==> src/hdl/ptps_store.sv <==
// ----------------------------------------------------------------------------
// Plate thermal profile stress: sample memory
// Single-port-write, single-port-read synchronous RAM with registered read.
// ----------------------------------------------------------------------------
module ptps_store #(
    parameter int DEPTH = 64,
    parameter int WIDTH = 24
) (
    input  logic                     clk,
    input  logic                     we,
    input  logic [$clog2(DEPTH)-1:0] waddr,
    input  logic [WIDTH-1:0]         wdata,
    input  logic                     re,
    input  logic [$clog2(DEPTH)-1:0] raddr,
    output logic [WIDTH-1:0]         rdata
);

    logic [WIDTH-1:0] mem [DEPTH];

    always_ff @(posedge clk)
    begin
        if (we)
        begin
            mem[waddr] <= wdata;
        end
        if (re)
        begin
            rdata <= mem[raddr];
        end
    end

endmodule

==> config.mk <==
export PLATFORM = sky130hd
export DESIGN_NAME = ptps_store
export DESIGN_NICKNAME = d
export VERILOG_FILES = /design/src/hdl/ptps_store.sv
export SDC_FILE = /design/constraint.sdc
export NUM_CORES = 1
export LEC_CHECK = 0
export BUFFER_PORTS_ARGS = -buffer_cell sky130_fd_sc_hd__buf_2
export CAP_MARGIN = 25
export CORE_ASPECT_RATIO = 0.5
export CORE_MARGIN = 2
export CORE_UTILIZATION = 60
export CTS_CLUSTER_DIAMETER = 30
export DETAILED_ROUTE_END_ITERATION = 16
export GPL_TIMING_DRIVEN = 0
export PLACE_DENSITY = 0.73
export SETUP_SLACK_MARGIN = 0.05
export SLEW_MARGIN = 20
export SYNTH_ARGS = -nofsm -noshare
export SYNTH_HDL_FRONTEND = slang
export SYNTH_SLANG_ARGS = --single-unit
==> constraint.sdc <==
create_clock -name clk -period 9.13 [get_ports clk]
set_input_delay 1.3695 -clock clk [delete_from_list [all_inputs] [get_ports clk]]
set_output_delay 1.3695 -clock clk [all_outputs]
set_load 0.05 [all_outputs]
==> impl.org <==
** Drt
- In the detailed route, the total length drawn on met3 is around 21000 um.
- Using the TritonRoute via totals, the vias-per-cell ratio works out to approximately 6.9.
- Highest metal layer with signal wires :: met5
- In the final routing, the length of wire on met1 measures roughly 56000 um.
- Length of routed met2 wiring :: slightly above 70000 um
- Count of unresolved DRC violations after routing :: 0
- Number of nets with antenna violations after detailed routing :: 0
- DR vias :: ~30000
- After detailed routing, the average wire length per cell comes to ~35 um.
- Final routed wirelength across all metal layers :: about 150000 um
- For this run, the detailed router's first-pass iteration total came to 6.
- After the first detailed-routing iteration, the DRC count stood at 4902.

** Critical path
- Largest stage delay on the critical path :: around 0.76 ns
- Critical Path Most Common Cell :: sky130_fd_sc_hd__buf_2
- Worst path slowest cell :: sky130_fd_sc_hd__clkbuf_1
- In this run the worst path has a maximum fanout of 10.
- Walking the worst path, the cells encountered are buf_2, buf_2, buf_2, clkbuf_1, clkbuf_1, a221oi_1, a31oi_1, o21a_1.
- Data on the critical path is required at its endpoint by between 9 and 10 ns.
- Class of the most critical setup path :: in2reg
- The worst setup path is launched from a primary input.
- Worst EP arrival :: between 5 and 6 ns
- CP endpoint kind :: flip-flop

** Global routing
- Overflow left after global routing :: 0
- Entering global routing, the biggest net connects 65 pins.
- The number of global-route vias before repair is around 30000.
- In the global route stage, overall resource usage came out at between 30% and 40%.
- Initial antenna violation count :: 15
- The first global-routing pass estimated 218000 um of wire.

** Placement
- Placer Congestion :: 0.932
- Detailed placement finished with a half-perimeter wire length of ~98000 um.
- Buffers placed on the I/O ports in this run total 55.

** Layout
- The multi-input combinational cells in the finished layout cover a total of about 12000 sq um.
- Leaving out fill and tap cells, the most frequent cell in the layout is sky130_fd_sc_hd__edfxtp_1.
- Counting the fill cells in the layout gives 5488.
- Across the whole layout, storage elements account for 46800 sq um.
- Of the cells placed in the final design, the portion with a size suffix greater than 1 is a little under a third.
- The top cell types in the final layout, fill and taps aside, are sky130_fd_sc_hd__edfxtp_1 (1560), sky130_fd_sc_hd__mux4_2 (355), sky130_fd_sc_hd__clkbuf_16 (163).
- Layout Area Growth over Synthesis :: 16.1%
- Nets :: a little under 3000

** Synth
- Number of register bits inferred by synthesis :: around 1600
- Sequential-to-total area share from yosys stat :: between 70% and 80%
- In this run, synthesis inferred around 1600 flip-flops with an integrated enable.
- Number of distinct library cell variants in the gate-level netlist after synthesis :: 39
- Among all flip-flop cells after synthesis, the most frequent one is sky130_fd_sc_hd__edfxtp_1.
- The Yosys step of the flow raised 0 warnings.
- Synthesis produced around 2600 cells.
- Post-synthesis average cell area :: around 23 sq um
- The number of nets handed over by synthesis was 2649.
- Summed over its instances, the top area cell type makes up between 70 and 80% of the synthesized netlist area.
- Fraction of registers with async set or reset after synthesis :: 0%
- Cell accounting for the most synthesized area :: sky130_fd_sc_hd__edfxtp_1
- Synthesized cell area :: approximately 60000 sq um
- Yosys attributes the largest share of cell area to sky130_fd_sc_hd__edfxtp_1 (79%), sky130_fd_sc_hd__mux4_2 (13%), sky130_fd_sc_hd__mux2i_1 (1.6%).

** Timing
- RSZ-0062 raised after global routing :: false
- The number of pins exceeding their max-slew limit in the final report came to 0.
- Post-route setup TNS :: 0 ns
- Setup violations remaining at the end of the flow were counted as 0.
- Slew HR :: a little under a quarter
- Post-layout min period :: roughly 4.6 ns
- Worst Tran Pin Value :: ~1.2 ns
- Between clock sinks in the finished design, the worst skew comes to ~0.025 ns.
- Timing would allow up to around 0.22 GHz.
- Period Utilization, post-route :: between 50% and 60%
- The final hold violation count is 0.

** Clock tree
- Clock-pin slew was measured on the worst setup and hold paths at approximately 0.060 ns.
- Setup bufs post-CTS :: 0
- The clock reaches the later pin of the worst-skew pair after between 0.7 and 0.8 ns.
- TritonCTS created 156 clock buffers.
- Once the clock tree was built, the resizer swapped 0 gates to a different size.
- No sink is reached through more buffers than the 3 on the longest clock path.
- Clock tree synthesis found a total of between 1500 and 2000 sinks.
- Root buffer cell :: sky130_fd_sc_hd__clkbuf_16
- CTS tree :: built
- In this run the number of H-tree levels came out at 4.
- Hold buffer count at cts :: 0

** Power
- Dividing total power by cell area gives a power density of ~220 nW/um^2.
- P_leak :: between 0.02 and 0.025 uW
- Maximum vdd drop :: approximately 160 uV
- Overall power consumption after layout is estimated at ~15000 uW.

** Die
- The die covers between 100000 and 150000 sq um.
- Measured along the x axis, the die boundary spans roughly 450 um.
- In this run the count of I/O pins placed on the die edge is 63.
- After floorplanning, the core was sized to cover a little under 100000 sq um.
- The floorplan step set the die height to about 230 um.
- Row generation in the floorplan step produced between 80 and 90 rows.
- Initial standard-cell utilization of the core :: about three fifths

** Status
- Outcome :: complete, no violations

** Worst hold path
- Tightest Hold Check Type :: reg2reg

** Flow run
- Max-cap violations in this run came to 0.
cell type report:
type	instances	share of cell area [%]
multi-input cells	906	17.9
inverters	2	0.0109
diodes	10	0.0362
clock inverters	106	1.57
well taps	1328	2.40
plain buffers	142	1.11
repair buffers	134	3.18
flip-flops and latches	1560	67.8
clock buffers	179	5.99
sequential cells by signal, indices dropped and copies added, names as in the netlist:
signal  flops
rdata      24
mem      1536
metal layers:
metal,vias up,GRT usage (%)
li1,11781,-
met1,15723,43.2
met2,2309,46.6
met3,361,9.09
met4,6,11.7
met5,-,0
report_power, final:
| part | internal, uW | leakage [uW] | switching (uW) |
|---|---|---|---|
| clock | 3700 | 0.00250 | 2800 |
| combinational | 278 | 0.00522 | 552 |
| sequential | 7940 | 0.0141 | 14.3 |
cell families (layout without fill, tap and decap cells):
group | after synthesis | after routing | share of synthesized area, %
other | 0 | 10 | 0
DFF | 1560 | 1560 | 78.7
AOI/OAI and AO/OA | 207 | 207 | 2.43
buffers and inverters | 144 | 563 | 1.31
muxes | 503 | 503 | 16.0
and+or+nand+nor | 196 | 196 | 1.55
critical path: cells and delay by family:
kind                   cells  cell delay [ns]
AOI/OAI and AO/OA          3             1.41
buffers and inverters      5             2.44
Yosys cell counts, drive strengths merged, types with 13 or more instances:
master	n
edfxtp	1560
nand2	36
clkbuf	45
mux2	53
nor2	80
o21a	13
a22oi	29
o21ai	18
a21oi	22
mux2i	95
a31oi	13
a221oi	52
and3	16
o22ai	53
nand3	20
buf	97
mux4	355
worst paths after layout:
path                                  start        end  slack, ns  cells after the start
worst max-delay path               raddr[1]  rdata[14]       4.53                      8
worst min-delay path              mem[3][9]   rdata[9]       1.04                      5
worst max register to register  mem[55][10]  rdata[10]       6.23                      5
worst min register to register    mem[3][9]   rdata[9]       1.04                      5
metrics by stage:
step           cell area [sq um]  util [%]  hold slack, ns  instances  setup WS, ns
2_1_floorplan              59500         -           0.849       2610          5.16
3_5_place_dp               63800      65.1            1.04       4071          3.98
5_1_grt                    69100      70.5            1.09       4363          4.48
6_report                   69100      70.5            1.04       4367          4.53
4_1_cts                    69100      70.5            1.06       4356          4.71
3_3_place_gp               61500      62.7            1.02       3993          3.49
(Power assumes the default switching activity.)
