## config.mk

```make
export PLATFORM = sky130hd
export DESIGN_NAME = ptps_mul
export DESIGN_NICKNAME = d
export VERILOG_FILES = /design/src/hdl/ptps_pkg.sv /design/src/hdl/ptps_mul.sv
export SDC_FILE = /design/constraint.sdc
export NUM_CORES = 2
export LEC_CHECK = 0
export BUFFER_PORTS_ARGS = -buffer_cell sky130_fd_sc_hd__buf_2
export CORE_MARGIN = 2
export CORE_UTILIZATION = 40
export CTS_BUF_LIST = sky130_fd_sc_hd__clkbuf_16
export CTS_CLUSTER_DIAMETER = 40
export DETAILED_ROUTE_END_ITERATION = 7
export GPL_TIMING_DRIVEN = 0
export SLEW_MARGIN = 5
export SYNTH_ARGS = -nofsm -noshare
export SYNTH_HDL_FRONTEND = slang
export SYNTH_SLANG_ARGS = --single-unit
export TNS_END_PERCENT = 30
```

## constraint.sdc

```tcl
create_clock -name clk -period 31.5 [get_ports clk]
set_clock_uncertainty 0.15 [all_clocks]
set_input_delay 3.15 -clock clk [delete_from_list [all_inputs] [get_ports clk]]
set_output_delay 3.15 -clock clk [all_outputs]
set_load 0.01 [all_outputs]
```

## src/hdl/ptps_pkg.sv

```systemverilog
// ----------------------------------------------------------------------------
// Plate thermal profile stress: shared package
// Default sizes, field widths, register indexes and the output clamp.
// ----------------------------------------------------------------------------
package ptps_pkg;

    localparam int MAX_CELLS_DEF = 64;
    localparam int TEMP_BITS_DEF = 24;

    localparam int CFG_IDX_W  = 8;
    localparam int CFG_DATA_W = 32;

    localparam logic [CFG_IDX_W-1:0] REG_EXPANSION_COEFF = 8'd0;
    localparam logic [CFG_IDX_W-1:0] REG_BIAXIAL_MODULUS = 8'd1;
    localparam logic [CFG_IDX_W-1:0] REG_REFERENCE_TEMP  = 8'd2;
    localparam logic [CFG_IDX_W-1:0] REG_THICKNESS       = 8'd3;

    localparam int REF_W     = 24;
    localparam int THICK_W   = 24;
    localparam int COEF_W    = 32;
    localparam int RES_W     = 32;
    localparam int WK_W      = 64;
    localparam int DIVISOR_W = 32;
    localparam int PROD_W    = WK_W + COEF_W;
    localparam int OUT_TDATA_W = 3 * RES_W;

    // Micrometres to metres together with the 2^-35 alignment of the moment.
    localparam logic [COEF_W-1:0] CURV_SCALE = 32'd15625;

    // Clamp a sign and magnitude pair to the signed 32-bit range.
    function automatic logic [RES_W-1:0] sat32(input logic neg, input logic [WK_W-1:0] m);
        logic [RES_W-1:0] r;
        if (neg)
        begin
            if (m >= 64'h0000_0000_8000_0000)
                r = 32'h8000_0000;
            else
                r = 32'(-m[RES_W-1:0]);
        end
        else
        begin
            if (m > 64'h0000_0000_7FFF_FFFF)
                r = 32'h7FFF_FFFF;
            else
                r = m[RES_W-1:0];
        end
        return r;
    endfunction

endpackage

```

## src/hdl/ptps_mul.sv

```systemverilog
// ----------------------------------------------------------------------------
// Plate thermal profile stress: wide multiplier
// 64 x 32 bit product formed from two 32 x 32 partial products on one array.
// ----------------------------------------------------------------------------
module ptps_mul (
    input  logic                         clk,
    input  logic                         rst_n,
    input  logic                         start,
    input  logic [ptps_pkg::WK_W-1:0]    a,
    input  logic [ptps_pkg::COEF_W-1:0]  b,
    output logic                         done,
    output logic [ptps_pkg::PROD_W-1:0]  prod
);

    import ptps_pkg::*;

    logic [31:0]       a_hi_reg;
    logic [COEF_W-1:0] b_reg;
    logic [63:0]       lo_reg;
    logic [PROD_W-1:0] prod_reg;
    logic              phase_reg;
    logic              done_reg;
    logic [31:0]       op_a;
    logic [COEF_W-1:0] op_b;
    logic [63:0]       pp;

    // The low half is multiplied in the start cycle, the high half next.
    assign op_a = start ? a[31:0] : a_hi_reg;
    assign op_b = start ? b : b_reg;
    assign pp   = 64'(op_a) * 64'(op_b);

    always_ff @(posedge clk or negedge rst_n)
    begin
        if (!rst_n)
        begin
            phase_reg <= 1'b0;
            done_reg  <= 1'b0;
        end
        else
        begin
            phase_reg <= start;
            done_reg  <= phase_reg;
        end
    end

    always_ff @(posedge clk)
    begin
        if (start)
        begin
            a_hi_reg <= a[63:32];
            b_reg    <= b;
            lo_reg   <= pp;
        end
        if (phase_reg)
        begin
            prod_reg <= {pp, 32'b0} + PROD_W'(lo_reg);
        end
    end

    assign done = done_reg;
    assign prod = prod_reg;

endmodule

```

==> flow_summary.toml <==
[logic_synthesis]
synth_compound_area_share_pct = 5.48
ys_warn_count = 0
netlist.area_leader.share_pct = 42.4
syn-num-nets = 5761
yosys-top-cells-area = "fa_1, edfxtp_1, ha_1"
synth_top_family_by_area = "adder cells"
yosysSeqAreaShare_pct = 15.2
synth-simple-area-share_pct = 13.3
synthAdderAreaFrac_pct = 51.1
dominantRegCellSynth = "edfxtp_1"
synth-xor-area-share_pct = 2.28
ys_types = 94
synthArstFlopShare_pct = 0.885
synth_mux_area_share_pct = 2.51
syn_area_per_cell_sq_um = 9.47
synth_cells = 4470
ys_ff_latch = 226
synth_area_leader_cell = "fa_1"
synth_edf_count = 192
synth.cell_area_sq_um = 42300

[setup_path]
worstPathArrival_ps = 18130
required_ps = 31700
cpLargestDelayFamily = "adder cells"
critPathMaxFanout = 33
cpMaxStageDelayCell = "mux2i_1"
cp-end-kind = "flop"
crit_type = "in -> reg"
crit_top_cell = "fa_1"
crit_buf_inv = 12
crit_path_start_kind = "primary input"
cpPeakStageDelay_ps = 1150

[cells_and_area]
area_growth_pct = 11.5
layout_commonest_cell = "inv_1"
layout-drive-gt1-share_pct = 9.02
multi_input_comb_area_sq_um = 31700
fin_nets = 6033
seq_area_sq_um = 6460
final_cell_mix = "inv_1, fa_1, nor2_1, nand2_1, ha_1"
nFillCells = 10400
largest_reg_flops = 96

[timing]
tightest_slew_ps = 1370
fmax_ghz = 0.0558
setup_viol = 0
period_minus_slack_ps = 17930
rsz0062_at_grt = "no"
drv_slew = 0
finalHoldViolCount = 0
setup_tns_ps = 0
fin_crit_sh_pct = 56.9
slew_headroom_pct = 8.72

[global_routing]
grt_pass1_vias = 35400
grt_max_degree = 67
grt_use_total_pct = 31.3
grt_overflow_total = 0
antenna_found_initial = 5
grt_pass1_wl_microns = 240000

[floorplanning]
num_rows = 119
pin_count = 196
die_h_microns = 329
start_util_pct = 40.3
core-area_sq_um = 105000
die_x_microns = 329
die_area_sq_um = 108000

[placed_design]
io_buffers = 195
dp_hpwl_microns = 141000
gp_congestion = 1.09

[routing]
detail_route.first_pass.iterations = 6
final_antenna_net_count = 0
avgRoutedWirePerCell_microns = 27.2
num_vias = 34400
vias_per_cell = 5.56
drc = 0
drt_iter0_drc = 3396
finalWirelength_microns = 168000

[run_status]
outcome = "complete, no violations"

[clock_tree]
clk_pin_slew_ps = 60
clkSinkCount = 226
cts-resized-gates = 0
cts_buffers = 46
cts_tree = "done"
ctsHoldBuffers = 0
htreeDepth = 2
postCtsSetupBuffers = 0
insertion_delay_ps = 680
cts-root-buf = "clkbuf_16"
clk_path_buf_depth = 3

[run]
maxCapViolations = 0

[min_path]
worstHoldPathType = "reg -> reg"
[layer usage]
metal / track usage [%] / share of wire, % / up-vias
met5: 0 / 0.015 / -
met3: 8.80 / 12 / 565
met4: 19.8 / 7.6 / 4
met1: 40.1 / 37 / 17500
met2: 46.8 / 43 / 2064
li1: - / - / 14200
[worst reg2reg max path, delay by kind of cell, from the launching register on]
family | cells | cell delay [ps]
adder cells (fa/ha/maj) | 10 | 4450
flip-flops | 1 | 500
AO/OA/AOI/OAI | 4 | 990
buffers and inverters | 8 | 1550
AND/OR/NAND/NOR | 11 | 4160
multiplexers | 1 | 1010
XOR/XNOR | 2 | 400
[cells in the mapped netlist, types with 13 or more instances]
master,instances
a21oi_1,104
nor2_1,713
ha_1,295
fa_1,897
o21ai_0,56
mux2i_1,67
o21a_1,16
nand4_1,31
xnor2_1,67
edfxtp_1,192
clkbuf_1,171
mux2_2,35
nand2_1,492
nor3_1,16
dfxtp_1,32
a21o_1,26
nand2b_1,13
xor2_1,36
inv_1,926
nand3_1,37
[cell type report]
| class | instances | share of cell area [%] |
|---|---|---|
| Antenna cell | 7 | 0.0371 |
| Buffer | 193 | 1.59 |
| Clock buffer | 46 | 2.44 |
| Clock inverter | 40 | 0.978 |
| Inverter | 938 | 7.46 |
| Multi-Input combinational cell | 3113 | 67.2 |
| Sequential cell | 226 | 13.7 |
| Tap cell | 1391 | 3.69 |
| Timing Repair Buffer | 224 | 2.88 |
[path summary, 6_finish.rpt]
path	startpoint	to	slack (ps)	depth (start not counted)
max	start	prod[93]$_DFFE_PP_	13570	40
min	lo_reg[15]$_DFFE_PP_	prod[15]$_DFFE_PP_	270	0
max reg2reg	a_hi_reg[5]$_DFFE_PP_	prod[93]$_DFFE_PP_	17990	36
min reg2reg	lo_reg[15]$_DFFE_PP_	prod[15]$_DFFE_PP_	270	0
max in group asynchronous	rst_n	phase_reg$_DFF_PN0_	28960	1
min in group asynchronous	rst_n	phase_reg$_DFF_PN0_	2130	1
[cells by family (layout without fill, tap and decap cells)]
group           count (synthesis)  in the layout
flops                         226            226
xor+xnor                      107            107
simple gates                 1378           1378
fa+ha+maj                    1192           1192
buf+inv                      1131           1441
mux                           102            102
other cells                     0              7
compound gates                334            334
[metrics by stage]
stage / hold slack (ps) / util, % / cells / worst slack, ps / area (sq um)
floorplan: 250 / - / 4470 / 17830 / 42300
global placement: 251 / 42.9 / 6056 / 10850 / 45100
detailed placement: 255 / 43.3 / 6085 / 13320 / 45600
CTS: 265 / 44.9 / 6171 / 13850 / 47200
global route: 271 / 44.9 / 6171 / 13230 / 47200
finish: 267 / 44.9 / 6178 / 13570 / 47200
Power is left out: the tool's default activity adds up to more than one toggle a clock period on the data nets, which glitch-free logic cannot reach.
