==> config.mk <==
export PLATFORM = sky130hd
export DESIGN_NAME = ptps_div
export DESIGN_NICKNAME = d
export VERILOG_FILES = /design/src/hdl/ptps_div.sv
export SDC_FILE = /design/constraint.sdc
export NUM_CORES = 1
export LEC_CHECK = 0
export BUFFER_PORTS_ARGS = -buffer_cell sky130_fd_sc_hd__buf_4
export CORE_MARGIN = 2
export CORE_UTILIZATION = 47
export DETAILED_ROUTE_END_ITERATION = 12
export PLACE_DENSITY = 0.71
export SYNTH_ARGS = -nofsm -noshare
export SYNTH_HDL_FRONTEND = slang
export SYNTH_SLANG_ARGS = --single-unit
==> constraint.sdc <==
create_clock -name clk -period 3.2 [get_ports clk]
set_input_delay 0 -clock clk [delete_from_list [all_inputs] [get_ports clk]]
set_output_delay 0 -clock clk [all_outputs]
set_load 0.05 [all_outputs]
==> src/hdl/ptps_div.sv <==
// ----------------------------------------------------------------------------
// Plate thermal profile stress: unsigned divider
// Restoring divider, one quotient bit per cycle, quotient rounds toward zero.
// ----------------------------------------------------------------------------
module ptps_div #(
    parameter int DW = 64,
    parameter int VW = 32
) (
    input  logic          clk,
    input  logic          rst_n,
    input  logic          start,
    input  logic [DW-1:0] dividend,
    input  logic [VW-1:0] divisor,
    output logic          done,
    output logic [DW-1:0] quotient
);

    localparam int CNTW = $clog2(DW + 1);

    logic [DW-1:0]   quo_reg;
    logic [VW-1:0]   rem_reg;
    logic [VW-1:0]   div_reg;
    logic [CNTW-1:0] cnt_reg;
    logic            busy_reg;
    logic            done_reg;
    logic [VW:0]     trial;
    logic [VW:0]     diff;
    logic            fits;

    assign trial = {rem_reg, quo_reg[DW-1]};
    assign diff  = trial - {1'b0, div_reg};
    assign fits  = trial >= {1'b0, div_reg};

    always_ff @(posedge clk or negedge rst_n)
    begin
        if (!rst_n)
        begin
            busy_reg <= 1'b0;
            done_reg <= 1'b0;
            cnt_reg  <= '0;
        end
        else
        begin
            done_reg <= 1'b0;
            if (start)
            begin
                busy_reg <= 1'b1;
                cnt_reg  <= CNTW'(DW);
            end
            else if (busy_reg)
            begin
                cnt_reg <= cnt_reg - 1'b1;
                if (cnt_reg == CNTW'(1))
                begin
                    busy_reg <= 1'b0;
                    done_reg <= 1'b1;
                end
            end
        end
    end

    always_ff @(posedge clk)
    begin
        if (start)
        begin
            quo_reg <= dividend;
            rem_reg <= '0;
            div_reg <= divisor;
        end
        else if (busy_reg)
        begin
            quo_reg <= {quo_reg[DW-2:0], fits};
            rem_reg <= fits ? diff[VW-1:0] : trial[VW-1:0];
        end
    end

    assign done     = done_reg;
    assign quotient = quo_reg;

endmodule

==> metrics.txt <==
# TYPE chip_impl_metric gauge
chip_impl_info{name="synth_top_flop_cell",value="edfxtp_1"} 1
chip_impl_metric{name="final_report_setup_violation_count",unit=""} 0
chip_impl_metric{name="int_power",unit="mW"} 4.97
chip_impl_metric{name="logic_pwr_share",unit="%"} 43.7
chip_impl_metric{name="clock-sinks",unit=""} 137
chip_impl_metric{name="max_clock_buf_depth",unit=""} 2
chip_impl_metric{name="largest_register_ffs",unit=""} 64
chip_impl_metric{name="post-route-period-util",unit="%"} 92.9
chip_impl_metric{name="via_count_of_the_first_global_routing_pass",unit=""} 6546
chip_impl_metric{name="core_region_area",unit="um2"} 15700
chip_impl_metric{name="insertion_delay",unit="ps"} 430
chip_impl_metric{name="timing.critical_path.arrival",unit="ps"} 3290
chip_impl_metric{name="port_buffers",unit=""} 163
chip_impl_metric{name="pwr-share-clk",unit="%"} 24.7
chip_impl_metric{name="least_margin_pin_slew",unit="ps"} 673
chip_impl_info{name="hold_class",value="input pin to register"} 1
chip_impl_metric{name="hold_path_depth",unit=""} 2
chip_impl_metric{name="post_synth_inst_count",unit=""} 677
chip_impl_metric{name="start_util",unit="%"} 47.4
chip_impl_metric{name="p_per_area",unit="nW/um2"} 773
chip_impl_metric{name="switching_share",unit="%"} 39.4
chip_impl_metric{name="n_fill_cell",unit=""} 1130
chip_impl_metric{name="die_area",unit="um2"} 16900
chip_impl_metric{name="place_inst",unit=""} 1047
chip_impl_metric{name="area.sequential",unit="um2"} 3750
chip_impl_metric{name="globalRouteTotalUtil",unit="%"} 24.0
chip_impl_metric{name="drt_iter0_drc",unit=""} 328
chip_impl_info{name="timing.rr.start",value="quotient[63]"} 1
chip_impl_info{name="worstSetupStartpointType",value="register"} 1
chip_impl_metric{name="multi_input_comb_area",unit="um2"} 3450
chip_impl_metric{name="layout-area-overhead-vs-synth",unit="%"} 42.4
chip_impl_metric{name="layout.cells.non_filler",unit=""} 1179
chip_impl_metric{name="cts-buffers-inserted",unit=""} 17
chip_impl_metric{name="route.detailed.drc",unit=""} 0
chip_impl_metric{name="firstDrtPassIters",unit=""} 5
chip_impl_metric{name="finalWirelength",unit="um"} 20300
chip_impl_metric{name="synth-edff-count",unit=""} 96
chip_impl_metric{name="worst_hold_slack",unit="ps"} 122
chip_impl_metric{name="synth.yosys.seq_area_share",unit="%"} 50.3
chip_impl_metric{name="ff2ff_path_depth",unit=""} 11
chip_impl_metric{name="die_height",unit="um"} 130
chip_impl_metric{name="relative_slew_slack",unit="%"} 54.9
chip_impl_metric{name="fp-row-count",unit=""} 46
chip_impl_info{name="worst_r2r_endpoint",value="rem_reg[16]"} 1
chip_impl_info{name="run_status",value="completed"} 1
chip_impl_metric{name="ys_types",unit=""} 63
chip_impl_metric{name="fmax",unit="GHz"} 0.336
chip_impl_metric{name="floorplan.io_pins",unit=""} 164
chip_impl_metric{name="post_synthesis_net_count",unit=""} 811
chip_impl_metric{name="synthesis.area",unit="um2"} 7450
chip_impl_metric{name="layout-drive-gt1-share",unit="%"} 31.5
chip_impl_info{name="unrepaired_setup_endpoints_after_global_routing",value="no"} 1
chip_impl_metric{name="place_congestion",unit=""} 0.882
chip_impl_metric{name="tns",unit="ps"} 0
chip_impl_metric{name="ctsHtreeMaxLevel",unit=""} 4
chip_impl_info{name="setup.worst_path.end_class",value="register"} 1
chip_impl_info{name="min-delay-start",value="start"} 1
chip_impl_metric{name="antenna_nets_post_route",unit=""} 0
chip_impl_metric{name="synth.yosys.warnings",unit=""} 0
chip_impl_metric{name="vias",unit=""} 6373
chip_impl_info{name="crit_type",value="register to register"} 1
chip_impl_metric{name="global_route.overflow_total",unit=""} 0
chip_impl_metric{name="seq_power_share",unit="%"} 31.6
chip_impl_metric{name="post_synth.cell_area_avg",unit="um2"} 11.0
chip_impl_metric{name="first_pass_grt_wire_length",unit="um"} 31800
chip_impl_info{name="cts_tree",value="yes"} 1
chip_impl_metric{name="num-nets-final",unit=""} 1083
chip_impl_metric{name="switchingPower",unit="mW"} 3.23
chip_impl_metric{name="r2r_setup_slack",unit="ps"} 230
chip_impl_metric{name="p_leak",unit="nW"} 4.57
chip_impl_metric{name="number_of_antenna_violations_at_the_first_check_in_global_routing",unit=""} 1
chip_impl_metric{name="largest_fanout_of_any_net_on_the_critical_path",unit=""} 4
chip_impl_metric{name="required",unit="ps"} 3520
chip_impl_metric{name="peakVddDrop",unit="mV"} 0.463
chip_impl_metric{name="horiz_die_dim",unit="um"} 130
chip_impl_metric{name="min_period",unit="ps"} 2970
chip_impl_info{name="cts.root.buffer_cell",value="clkbuf_16"} 1
chip_impl_metric{name="post_drt_via_cell_ratio",unit=""} 5.41
chip_impl_metric{name="worst_clock_skew",unit="ps"} 20.7
chip_impl_metric{name="slew_violations",unit=""} 0
chip_impl_metric{name="clock_transition_at_the_registers_of_the_reported_paths",unit="ps"} 60
chip_impl_metric{name="maxCapViolations",unit=""} 0
chip_impl_metric{name="detailed_place_hpwl",unit="um"} 13000
chip_impl_info{name="worst_hold_path_endpoint",value="cnt_reg[3]"} 1
chip_impl_metric{name="route.detailed.wl_per_inst",unit="um"} 17.2
chip_impl_metric{name="maximum_number_of_pins_on_one_net_before_global_route_repair",unit=""} 56
chip_impl_metric{name="synth-async-reset-ratio",unit="%"} 6.57
chip_impl_metric{name="final-hold-violation-count",unit=""} 0
chip_impl_metric{name="synth.ff_latch_count",unit=""} 137
## stage by stage
stage          setup slack [ps]  utilization (%)  power [mW]  cell area [um2]
2_1_floorplan               343                -        5.09             7450
3_3_place_gp                154             57.2        5.90             8980
3_5_place_dp               59.1             57.2        5.97             8980
4_1_cts                    39.7             67.2        8.13            10600
5_1_grt                    15.2             67.5        8.66            10600
6_report                    227             67.5        8.20            10600
## how the worst max path moves through the flow
stage	from	endpoint	slack, ps	cells after the start
global placement	div_reg[5]	rem_reg[11]	150	11
floorplan	quotient[63]	rem_reg[30]	340	11
detailed placement	div_reg[5]	rem_reg[17]	60	11
CTS	div_reg[5]	rem_reg[17]	40	11
finish	quotient[63]	rem_reg[16]	230	11
global route	quotient[63]	rem_reg[16]	20	11
## area by class of cell
type,count,area share (%)
diodes,1,0.0236
clock buffers,17,4.01
clock inverters,15,1.69
inverters,41,1.45
multi-input cells,471,32.5
flip-flops and latches,137,35.3
well taps,216,2.55
repair buffers,281,22.4
## what timing repair did
action                                  CTS  global route
hold buffers                             98             0
endpoints found under the setup margin    0            30
endpoints found under the hold margin   105             0
gates resized for setup                   0             6
setup buffers                             0             0
## synthesized netlist by cell type (all sizes together), types with 4 or more instances
master / number / share of area (%)
a211oi: 6 / 0.67
a21o: 14 / 1.4
a21oi: 35 / 2.4
a311oi: 26 / 3.4
a31oi: 5 / 0.42
and2: 4 / 0.34
and3: 7 / 0.59
buf: 16 / 1.2
clkbuf: 13 / 0.67
dfrtp: 9 / 3.0
dfxtp: 32 / 8.6
edfxtp: 96 / 39
ha: 34 / 5.7
inv: 41 / 2.1
mux2: 64 / 9.7
nand2: 80 / 4.0
nand2b: 4 / 0.34
nand3: 12 / 0.81
nand3b: 4 / 0.40
nand4: 5 / 0.42
nor2: 49 / 2.5
nor3: 8 / 0.54
nor3b: 4 / 0.40
o211ai: 4 / 0.47
o21a: 5 / 0.60
o21ai: 22 / 1.5
o31ai: 5 / 0.50
xnor2: 19 / 2.2
xor2: 11 / 1.3
## layout by cell type (no fill, tap or decap), types with 22 or more instances in the layout
master / synthesis / layout
nor2_1: 49 / 49
mux2_2: 64 / 64
buf_4: 0 / 181
dlygate4sd3_1: 0 / 98
dfxtp_1: 32 / 32
edfxtp_1: 96 / 96
inv_1: 41 / 41
a311oi_1: 22 / 22
nand2_1: 80 / 80
a21oi_1: 34 / 32
ha_1: 34 / 34
## power groups by stage
stage	sequential [mW]	combinational [mW]	clock [mW]
after CTS	2.58	3.49	2.07
after global placement	2.59	3.31	0
after global routing	2.63	3.89	2.14
after detailed placement	2.60	3.37	0
after floorplan	2.98	2.11	0
final	2.59	3.58	2.03
## logic make-up after synthesis
family                   count (synthesis)  synth area share, %
multiplexers                            66                 9.94
AND/OR/NAND/NOR                        195                 12.0
adder cells (fa/ha/maj)                 35                 5.98
buffers and inverters                   70                 3.91
flip-flops                             137                 50.3
XOR/XNOR                                30                 3.53
AO/OA/AOI/OAI                          144                 14.3
## routing by layer
| metal | part of all wire [%] | track usage, % |
|---|---|---|
| met5 | 0 | 0 |
| met4 | 2.5 | 8.10 |
| met3 | 6.7 | 7.18 |
| met2 | 50 | 41.5 |
| met1 | 41 | 28.7 |
## worst max-delay path, cell delays in order, from the launching register on
cell and delay, ps:
edfxtp_1 390, inv_1 90, ha_1 170, fa_1 230
nor2b_1 90, o2111ai_1 250, a21oi_1 140, o21ai_0 510
a21oi_1 180, o21a_1 210, or3_1 330, a311oi_1 270
Note: power is estimated with default switching activity, not from simulation.
